### src/rtl/core/kst_pkg.sv
// shared constants and types for the keyed status table
package kst_pkg;

	localparam int ENTRIES  = 16;
	localparam int KEY_BITS = 64;
	localparam int IDX_W    = $clog2(ENTRIES);
	localparam int CNT_W    = $clog2(ENTRIES + 1);

	typedef enum logic {
		FUNC_SET    = 1'b0,
		FUNC_LOOKUP = 1'b1
	} func_t;

	typedef enum logic [1:0] {
		RC_OK        = 2'd0,
		RC_FULL      = 2'd1,
		RC_NOT_FOUND = 2'd2
	} code_t;

	typedef struct packed {
		logic [KEY_BITS-1:0] key;
		logic [31:0]         addr;
		logic [15:0]         port;
		logic                flag;
	} entry_t;

endpackage

### src/rtl/core/kst_if.sv
// request and response channel interfaces for the keyed status table
interface kst_req_if;
	logic        valid;
	logic        ready;
	logic        func;
	logic [63:0] key;
	logic        online;
	logic [31:0] ip_addr;
	logic [15:0] port_num;

	modport source (output valid, func, key, online, ip_addr, port_num, input ready);
	modport sink (input valid, func, key, online, ip_addr, port_num, output ready);
endinterface

interface kst_rsp_if;
	logic        valid;
	logic        ready;
	logic [1:0]  result_code;
	logic [31:0] found_ip;
	logic [15:0] found_port;
	logic        found_online;

	modport source (output valid, result_code, found_ip, found_port, found_online, input ready);
	modport sink (input valid, result_code, found_ip, found_port, found_online, output ready);
endinterface

### src/rtl/core/keyed_status_table.sv
// keyed status table: sequential key search over a record memory with one read port
//
// usage:
//   req carries one request per transaction: func selects set (store online,
//   ip_addr and port_num under key) or lookup (return the stored record).
//   rsp carries one result per request: result_code is ok, table full (set of
//   a new key with every entry used) or not found (lookup miss); the found_*
//   fields hold the record on a lookup hit and are zero otherwise.
// timing:
//   a request is taken only while no other request is in progress. the search
//   reads one record per cycle from the memory, stopping at the first match.
//   requests are processed one at a time.
// reset:
//   arst_n empties the table (fill count to zero); no clearing pass is needed,
//   since entries at or above the fill count are never compared.
// stall:
//   the result sits in an output register; a new request may be accepted while
//   it waits. a finished request holds in its last step until the output
//   register is free, and only then commits its write.
module keyed_status_table (
	input  logic           clk,
	input  logic           arst_n,
	kst_req_if.sink        req,
	kst_rsp_if.source      rsp
);

	typedef enum logic [1:0] {
		ST_IDLE,
		ST_SCAN,
		ST_FINISH
	} state_t;

	state_t state_q;

	// captured request
	kst_pkg::func_t                  func_q;
	logic [kst_pkg::KEY_BITS-1:0]    key_q;
	logic                            online_q;
	logic [31:0]                     ip_q;
	logic [15:0]                     port_q;

	logic [kst_pkg::CNT_W-1:0]       fill_q;
	logic [kst_pkg::CNT_W-1:0]       idx_q;

	// search pipeline
	logic                            rd_vld_s1;
	logic [kst_pkg::IDX_W-1:0]       rd_idx_s1;
	kst_pkg::entry_t                 rd_data_s1;

	logic                            hit_q;
	logic [kst_pkg::IDX_W-1:0]       hit_idx_q;
	kst_pkg::entry_t                 hit_data_q;

	// output register
	logic                            out_vld_q;
	kst_pkg::code_t                  code_q;
	logic [31:0]                     found_ip_q;
	logic [15:0]                     found_port_q;
	logic                            found_online_q;

	kst_pkg::entry_t                 mem_q [kst_pkg::ENTRIES];

	logic                            issue;
	logic                            match;
	logic                            out_free;
	logic                            full;
	logic                            commit;
	logic                            wr_en;
	logic [kst_pkg::IDX_W-1:0]       wr_addr;
	kst_pkg::entry_t                 wr_data;
	logic [kst_pkg::IDX_W-1:0]       rd_addr;

	assign issue    = (state_q == ST_SCAN) && (idx_q < fill_q);
	assign rd_addr  = idx_q[kst_pkg::IDX_W-1:0];
	assign match    = rd_vld_s1 && (rd_data_s1.key == key_q);
	assign out_free = !out_vld_q || rsp.ready;
	assign full     = !hit_q && (fill_q == kst_pkg::CNT_W'(kst_pkg::ENTRIES));
	assign commit   = (state_q == ST_FINISH) && out_free;
	assign wr_en    = commit && (func_q == kst_pkg::FUNC_SET) && !full;
	assign wr_addr  = hit_q ? hit_idx_q : fill_q[kst_pkg::IDX_W-1:0];

	always_comb begin
		wr_data.key  = key_q;
		wr_data.addr = ip_q;
		wr_data.port = port_q;
		wr_data.flag = online_q;
	end

	// record memory, one write and one registered read per cycle
	always_ff @(posedge clk) begin
		if (wr_en) begin
			mem_q[wr_addr] <= wr_data;
		end
	end

	always_ff @(posedge clk) begin
		rd_data_s1 <= mem_q[rd_addr];
	end

	always_ff @(posedge clk or negedge arst_n) begin
		if (!arst_n) begin
			state_q        <= ST_IDLE;
			func_q         <= kst_pkg::FUNC_SET;
			key_q          <= '0;
			online_q       <= 1'b0;
			ip_q           <= '0;
			port_q         <= '0;
			fill_q         <= '0;
			idx_q          <= '0;
			rd_vld_s1      <= 1'b0;
			rd_idx_s1      <= '0;
			hit_q          <= 1'b0;
			hit_idx_q      <= '0;
			hit_data_q     <= '0;
			out_vld_q      <= 1'b0;
			code_q         <= kst_pkg::RC_OK;
			found_ip_q     <= '0;
			found_port_q   <= '0;
			found_online_q <= 1'b0;
		end else begin
			if (commit) begin
				out_vld_q <= 1'b1;
			end else if (rsp.ready) begin
				out_vld_q <= 1'b0;
			end
			unique case (state_q)
				ST_IDLE: begin
					if (req.valid) begin
						func_q    <= kst_pkg::func_t'(req.func);
						key_q     <= req.key[kst_pkg::KEY_BITS-1:0];
						online_q  <= req.online;
						ip_q      <= req.ip_addr;
						port_q    <= req.port_num;
						idx_q     <= '0;
						hit_q     <= 1'b0;
						rd_vld_s1 <= 1'b0;
						state_q   <= ST_SCAN;
					end
				end
				ST_SCAN: begin
					rd_vld_s1 <= issue && !match;
					rd_idx_s1 <= rd_addr;
					if (issue) begin
						idx_q <= idx_q + kst_pkg::CNT_W'(1);
					end
					if (match) begin
						hit_q      <= 1'b1;
						hit_idx_q  <= rd_idx_s1;
						hit_data_q <= rd_data_s1;
						state_q    <= ST_FINISH;
					end else if (!issue && !rd_vld_s1) begin
						// every filled entry compared, no match
						state_q <= ST_FINISH;
					end
				end
				ST_FINISH: begin
					if (out_free) begin
						if (func_q == kst_pkg::FUNC_SET) begin
							code_q         <= full ? kst_pkg::RC_FULL : kst_pkg::RC_OK;
							found_ip_q     <= '0;
							found_port_q   <= '0;
							found_online_q <= 1'b0;
							if (!full && !hit_q) begin
								fill_q <= fill_q + kst_pkg::CNT_W'(1);
							end
						end else if (hit_q) begin
							code_q         <= kst_pkg::RC_OK;
							found_ip_q     <= hit_data_q.addr;
							found_port_q   <= hit_data_q.port;
							found_online_q <= hit_data_q.flag;
						end else begin
							code_q         <= kst_pkg::RC_NOT_FOUND;
							found_ip_q     <= '0;
							found_port_q   <= '0;
							found_online_q <= 1'b0;
						end
						state_q <= ST_IDLE;
					end
				end
				default: begin
					state_q <= ST_IDLE;
				end
			endcase
		end
	end

	assign req.ready        = (state_q == ST_IDLE);
	assign rsp.valid        = out_vld_q;
	assign rsp.result_code  = code_q;
	assign rsp.found_ip     = found_ip_q;
	assign rsp.found_port   = found_port_q;
	assign rsp.found_online = found_online_q;

endmodule

### src/flat_wrapper.sv
// flat-port wrapper written by rule: the top's interface ports become plain ports
module keyed_status_table_flat 
  (clk, arst_n, req_valid, req_func, req_key, req_online, req_ip_addr, req_port_num, req_ready, rsp_valid, rsp_result_code, rsp_found_ip, rsp_found_port, rsp_found_online, rsp_ready);
  kst_req_if req_i ();
  kst_rsp_if rsp_i ();
  input  logic clk;
  input  logic arst_n;
  input wire logic [$bits(req_i.valid)-1:0] req_valid;
  input wire logic [$bits(req_i.func)-1:0] req_func;
  input wire logic [$bits(req_i.key)-1:0] req_key;
  input wire logic [$bits(req_i.online)-1:0] req_online;
  input wire logic [$bits(req_i.ip_addr)-1:0] req_ip_addr;
  input wire logic [$bits(req_i.port_num)-1:0] req_port_num;
  output wire logic [$bits(req_i.ready)-1:0] req_ready;
  output wire logic [$bits(rsp_i.valid)-1:0] rsp_valid;
  output wire logic [$bits(rsp_i.result_code)-1:0] rsp_result_code;
  output wire logic [$bits(rsp_i.found_ip)-1:0] rsp_found_ip;
  output wire logic [$bits(rsp_i.found_port)-1:0] rsp_found_port;
  output wire logic [$bits(rsp_i.found_online)-1:0] rsp_found_online;
  input wire logic [$bits(rsp_i.ready)-1:0] rsp_ready;
  assign req_i.valid = req_valid;
  assign req_i.func = req_func;
  assign req_i.key = req_key;
  assign req_i.online = req_online;
  assign req_i.ip_addr = req_ip_addr;
  assign req_i.port_num = req_port_num;
  assign req_ready = req_i.ready;
  assign rsp_valid = rsp_i.valid;
  assign rsp_result_code = rsp_i.result_code;
  assign rsp_found_ip = rsp_i.found_ip;
  assign rsp_found_port = rsp_i.found_port;
  assign rsp_found_online = rsp_i.found_online;
  assign rsp_i.ready = rsp_ready;
  keyed_status_table u_core (.clk(clk), .arst_n(arst_n), .req(req_i), .rsp(rsp_i));
endmodule
### config.mk
export PLATFORM = sky130hd
export DESIGN_NAME = keyed_status_table_flat
export DESIGN_NICKNAME = d
export VERILOG_FILES = /design/src/rtl/core/kst_pkg.sv /design/src/rtl/core/kst_if.sv /design/src/rtl/core/keyed_status_table.sv /design/src/flat_wrapper.sv
export SDC_FILE = /design/constraint.sdc
export NUM_CORES = 2
export LEC_CHECK = 0
export BUFFER_PORTS_ARGS = -buffer_cell sky130_fd_sc_hd__buf_2
export CELL_PAD_IN_SITES_DETAIL_PLACEMENT = 0
export CELL_PAD_IN_SITES_GLOBAL_PLACEMENT = 1
export CORE_ASPECT_RATIO = 0.75
export CORE_MARGIN = 5
export CORE_UTILIZATION = 52
export CTS_BUF_LIST = sky130_fd_sc_hd__clkbuf_8 sky130_fd_sc_hd__clkbuf_16
export DETAILED_ROUTE_END_ITERATION = 10
export GPL_ROUTABILITY_DRIVEN = 0
export PLACE_DENSITY_LB_ADDON = 0.12
export SYNTH_ARGS = -nofsm -noshare
export SYNTH_HDL_FRONTEND = slang
export SYNTH_SLANG_ARGS = --single-unit
### constraint.sdc
create_clock -name clk -period 11.7 [get_ports clk]
set_input_delay 2.34 -clock clk [delete_from_list [all_inputs] [get_ports clk]]
set_output_delay 2.34 -clock clk [all_outputs]
set_load 0.03 [all_outputs]
# Word level (Yosys, flattened, before mapping)
# Memory sizes are Yosys's and may differ from the RTL's. A register that Yosys moved wholly into a read port is not among the register bits.
# Cells that the tools add are included.
# Widths: inputs -> output; s select.
[word_totals]
regBits = 237
mem_bits_rw = 1808
input_bits = 118
output_inout_bits = 53
elab_cells = 87
mem_count = 1
[op_classes]
n_addsub = 2
n_lt_le_gt_ge = 1
n_eq_ne = 9
muxes = 26
bitwise = 1
reduce_logical = 27
[mem_list]
columns = ["name", "depth", "word_bits", "rd", "rd_clocked_by_memory_dff", "wr", "line", "rtl"]
rows = [
  ["u_core.mem_q", 16, 113, 1, 1, 1, "keyed_status_table.sv:61", "kst_pkg::entry_t mem_q [kst_pkg::ENTRIES];"],
]
[op_table]
columns = ["operator", "n"]
rows = [
  ["$eq 64x64->1", 1],
  ["$mux 32", 2],
  ["$mux 16", 2],
  ["$mux 2", 6],
  ["$add 5x1->5 const B", 2],
  ["$mux 5", 2],
  ["$pmux 5 s2", 1],
  ["$logic_and 1x1->1", 9],
  ["$mux 1", 9],
  ["$reduce_and 3->1", 3],
  ["$reduce_and 2->1", 4],
  ["$logic_not 1->1", 6],
  ["$ne 2x1->1 const B", 3],
  ["$pmux 2 s3", 1],
  ["$eq 5x5->1 const B", 1],
  ["$lt 5x5->1", 1],
  ["$mux 4", 1],
  ["$pmux 1 s2", 2],
  ["$reduce_and 4->1", 1],
  ["$reduce_bool 2->1", 2],
  ["$ne 3x2->1 const B", 1],
  ["$eq 2x1->1 const B", 1],
  ["$eq 2x2->1 const B", 1],
  ["$logic_not 2->1", 1],
  ["other kinds (3)", 3],
]

# Depth between registers and ports, before layout
[logic_depth]
depth_word = 7
ltp_mapped = 7

# Worst setup path after synthesis
# Ideal clock, no wire load.
[synth_path]
path_type = "input port to flip-flop"
start = "in rsp_ready"
end = "mem u_core.mem_q[12][0] (netlist name), enable pin"
setup_time_ns = 0.587
arrival_time_ns = 7.894
slack_ns = 3.219
path_stages = 6
n_path_buf = 1
path_cell_list = "nand2b_1 nand2b_1 clkbuf_1 nor3b_1 nand2_1 nor2_1"
[synth_via]
elab_chain_len = 6
[synth_lines]
columns = ["element", "line", "rtl"]
rows = [
  ["start, declared", "flat_wrapper.sv:20", "input wire logic [$bits(rsp_i.ready)-1:0] rsp_ready;"],
  ["$logic_or 1x1->1", "keyed_status_table.sv:76", "assign out_free = !out_vld_q || rsp.ready;"],
  ["$logic_and 1x1->1", "keyed_status_table.sv:78", "assign commit = (state_q == ST_FINISH) && out_free;"],
  ["$logic_and 1x1->1 (2 in series)", "keyed_status_table.sv:79", "assign wr_en = commit && (func_q == kst_pkg::FUNC_SET) && !full;"],
  ["$mux 1", "keyed_status_table.sv:91", "if (wr_en) begin"],
  ["$mux 1 (implied by the code)", "keyed_status_table.sv:92", "mem_q[wr_addr] <= wr_data;"],
  ["end, declared", "keyed_status_table.sv:61", ""],
]
# No other way between the ends.

# Final worst setup path
[layout_path]
start = "in rsp_ready"
end = "mem u_core.mem_q[1][71] (netlist name), enable pin"
# The elaborated chain is that of the path after synthesis.

==> impl_results.md <==
* First-pass DRT Iterations at 5
* Final #Nets at 4049
* Finished Cell Area at 89970 sq um
* Wire length per cell at 30.27 microns
* Status: finished clean
* Cells after DPL at 5742
* Number of global-route vias before repair at 38236
* Worst-path clk slew at 0.06 ns
* GR Overflow Total at 0
* Mean Syn Cell Area at 21.85 sq um
* Die Area at 161900 sq um
* Met3 routed WL at 13120 microns
* Horiz. Die Dim at 462.9 microns
* CTS Hold Buffers Added at 0
* Post-detailed-routing wire length at 184900 microns
* Fmax at 0.1874 GHz
* Placement Rows at 124
* CTS Buf Count at 196
* Multi-input logic area at 16860 sq um
* Residual DRC at 0
* Share of layout cells above drive strength 1 at 28.69%
* DPL Wire Length at 102300 microns
* TritonCTS clock tree: done
* Vias at 37069
* Fill cell count at 10886
* Pwr/cell area at 227.1 nW/um^2
* Core ar. at 152700 sq um
* Area Growth Syn to Fin at 12.45%
* Critical path class: in2reg
* Leakage at 29.99 nW
* Pins Over Slew Limit at 0
* Initial antenna violation count at 6
* Synthesized area at 80010 sq um
* Hold WC Path Type: reg2reg
* CP startpoint kind: input pin
* DRT iter0 DRCs at 3775
* Initial Utilization at 52.41%
* Register area at 62500 sq um
* Worst slew pin tran at 1.331 ns
* DP Worst Slack at 5.466 ns
* # setup viols final at 0
* Overall power at 20.43 mW
* Final Util at 58.93%
* Post-CTS setup buffers at 0
* DRT antenna net count at 0
* Port buffer count at 170
* Final period util at 45.60%
* Fin Hold WS at 0.4603 ns
* Post-cts gate resize count at 0
* Layout Cells excl Fill at 6109
* Die height at 349.7 microns
* GRT Total Usage at 23.10%
* Max-capacitance violation count at 0
* Fin Setup TNS at 0 ns
* Global-route wire length before repair at 270500 microns
* Most used DFF post-synth: edfxtp_1
* Pin count of the biggest net entering global routing at 157
* Rel. slew slack at 11.28%
* Clock skew at 0.02369 ns
* Mapped Nets at 3786
* Async SR Flop Fraction at 10.98%
* Critical path capture point type: flop
* Post-synth EDFFs at 1808
* Clock Sinks at 2158
* RSZ-0062 raised after global routing: no
* Crit path DAT at 5.76 ns
* Worst Setup Slack, final at 6.365 ns
* Top Metal Used: met4
* Routed met2 length at 84380 microns
* Register area share after synthesis at 78.10%
* CP required at 12.13 ns
* Fin crit period at 5.335 ns
* Worst skew pair latency at 0.81 ns
* Synth Instances at 3661
* Vias/cell at 6.068
* I/O pins at 171
* Clock Tree Buf Depth at 3
* H-tree depth reported by CTS at 4
* Critical path fanouts, max at 48
* Metal-1 WL at 83930 microns
* Root buf cell: clkbuf_16
* Cell Area, Placed at 83480 sq um
* Synth Register Bits at 2158
* Yosys warns at 0
* Netlist cell types at 49
* Max IR drop VDD at 0.1817 mV
* Final hold vios at 0
==> where the power goes <==
| group | total [mW] | internal, mW | switching (mW) |
|---|---|---|---|
| Clock | 6.42 | 3.68 | 2.73 |
| Combinational | 3.05 | 1.40 | 1.65 |
| Sequential | 11.0 | 9.79 | 1.17 |
| Total | 20.4 | 14.9 | 5.55 |
==> logic make-up (layout without fill, tap and decap cells) <==
kind of cell             count (synthesis)  count (layout)  synth area share [%]
buffers and inverters                  203             634                 1.001
AND/OR/NAND/NOR                        525             525                 2.630
multiplexers                           619             619                 16.89
AO/OA/AOI/OAI                           98              98                0.7178
other                                    0               1                     0
adder cells (fa/ha/maj)                  7               7                0.1095
flip-flops                            2158            2158                 78.10
XOR/XNOR                                51              51                0.5583
==> cell usage after synthesis (6+ instances only) <==
library cell  number  area, sq um
mux4_2           565        12720
inv_1             24        90.09
buf_1             49        183.9
nor4_1             7        43.79
nand2_1          454         1704
nand4_1           11        68.82
o22ai_1            6        37.54
dfrtp_1          237         5931
xor2_1            14        122.6
edfxtp_1        1808        54290
xnor2_1           37        324.1
mux2_4            48        720.7
nor2_1            20        75.07
nand2b_1           9        56.30
dfxtp_1          113         2262
nand3_1            6        30.03
clkbuf_1         124        465.5
o21ai_0           64        320.3
ha_1               7        87.58
==> state kept, by name, summed over array words and instances (netlist names), 5 cells and up <==
name,cells
u_core.fill_q,5
u_core.hit_data_q,49
u_core.ip_q,32
u_core.rsp.found_ip,32
u_core.mem_q,1808
u_core.key_q,64
u_core.rsp.found_port,16
u_core.rd_data_s1,113
u_core.port_q,16
u_core.idx_q,5
==> critical path, stage by stage <==
cell and delay [ns]:
buf_2 0.08, nand2b_1 0.34, nand2b_4 0.34, nor3b_1 0.38, nand2_1 0.30, nor2_4 1.05, buf_4 0.85
==> per-layer routing <==
layer | up-vias | global-route usage [%]
met4 | 0 | 5.344
met2 | 1321 | 34.37
met1 | 20163 | 35.98
met3 | 233 | 4.702
li1 | 15352 | -
met5 | - | 0
==> path summary, 6_finish.rpt <==
kind	from	end	slack (ns)	cells past startpoint
max	rsp_ready	u_core.mem_q[1][71]$_DFFE_PP_	6.36	7
min in group asynchronous	arst_n	u_core.rsp.found_port[3]$_DFFE_PN0P_	1.51	1
max in group asynchronous	arst_n	u_core.key_q[36]$_DFFE_PN0P_	8.13	3
min reg2reg	u_core.rd_data_s1[6]$_DFF_P_	u_core.hit_data_q[6]$_DFFE_PN0P_	0.46	1
max reg2reg	u_core.key_q[7]$_DFFE_PN0P_	u_core.hit_data_q[30]$_DFFE_PN0P_	7.05	7
min	u_core.rd_data_s1[6]$_DFF_P_	u_core.hit_data_q[6]$_DFFE_PN0P_	0.46	1
==> cells in the final DEF, fill, tap and decap left out, types with 5 or more instances in the layout <==
cell       Yosys  layout
nand2b_1       9       8
buf_2          1     169
mux2_2         5       5
o21ai_0       64      64
nand2_1      454     453
buf_12         0       7
nor2_4         0      16
inv_1         24      77
clkbuf_8       0      24
nor4_1         7       7
xor2_1        14      14
xnor2_1       37      37
buf_4          0      67
nand4_1       11      11
dfxtp_1      113     113
clkinv_2       0      30
nand3_1        6       6
dfrtp_1      237     233
mux4_2       565     565
nor3_1         5       5
nor2b_1        5       5
bufinv_16      0      20
ha_1           7       7
clkbuf_16      0     200
o22ai_1        6       6
clkinv_1       0      28
mux2_4        48      48
edfxtp_1    1808    1808
==> cell type report <==
cell class	instances	area share, %
Inverter	24	0.1001
Timing Repair Buffer	244	1.672
Clock inverter	142	1.284
Clock buffer	224	5.930
Multi-Input combinational cell	1300	18.74
Antenna cell	1	0.002781
Sequential cell	2158	69.47
Tap cell	2016	2.804
Power figures use the tool's default switching activity.
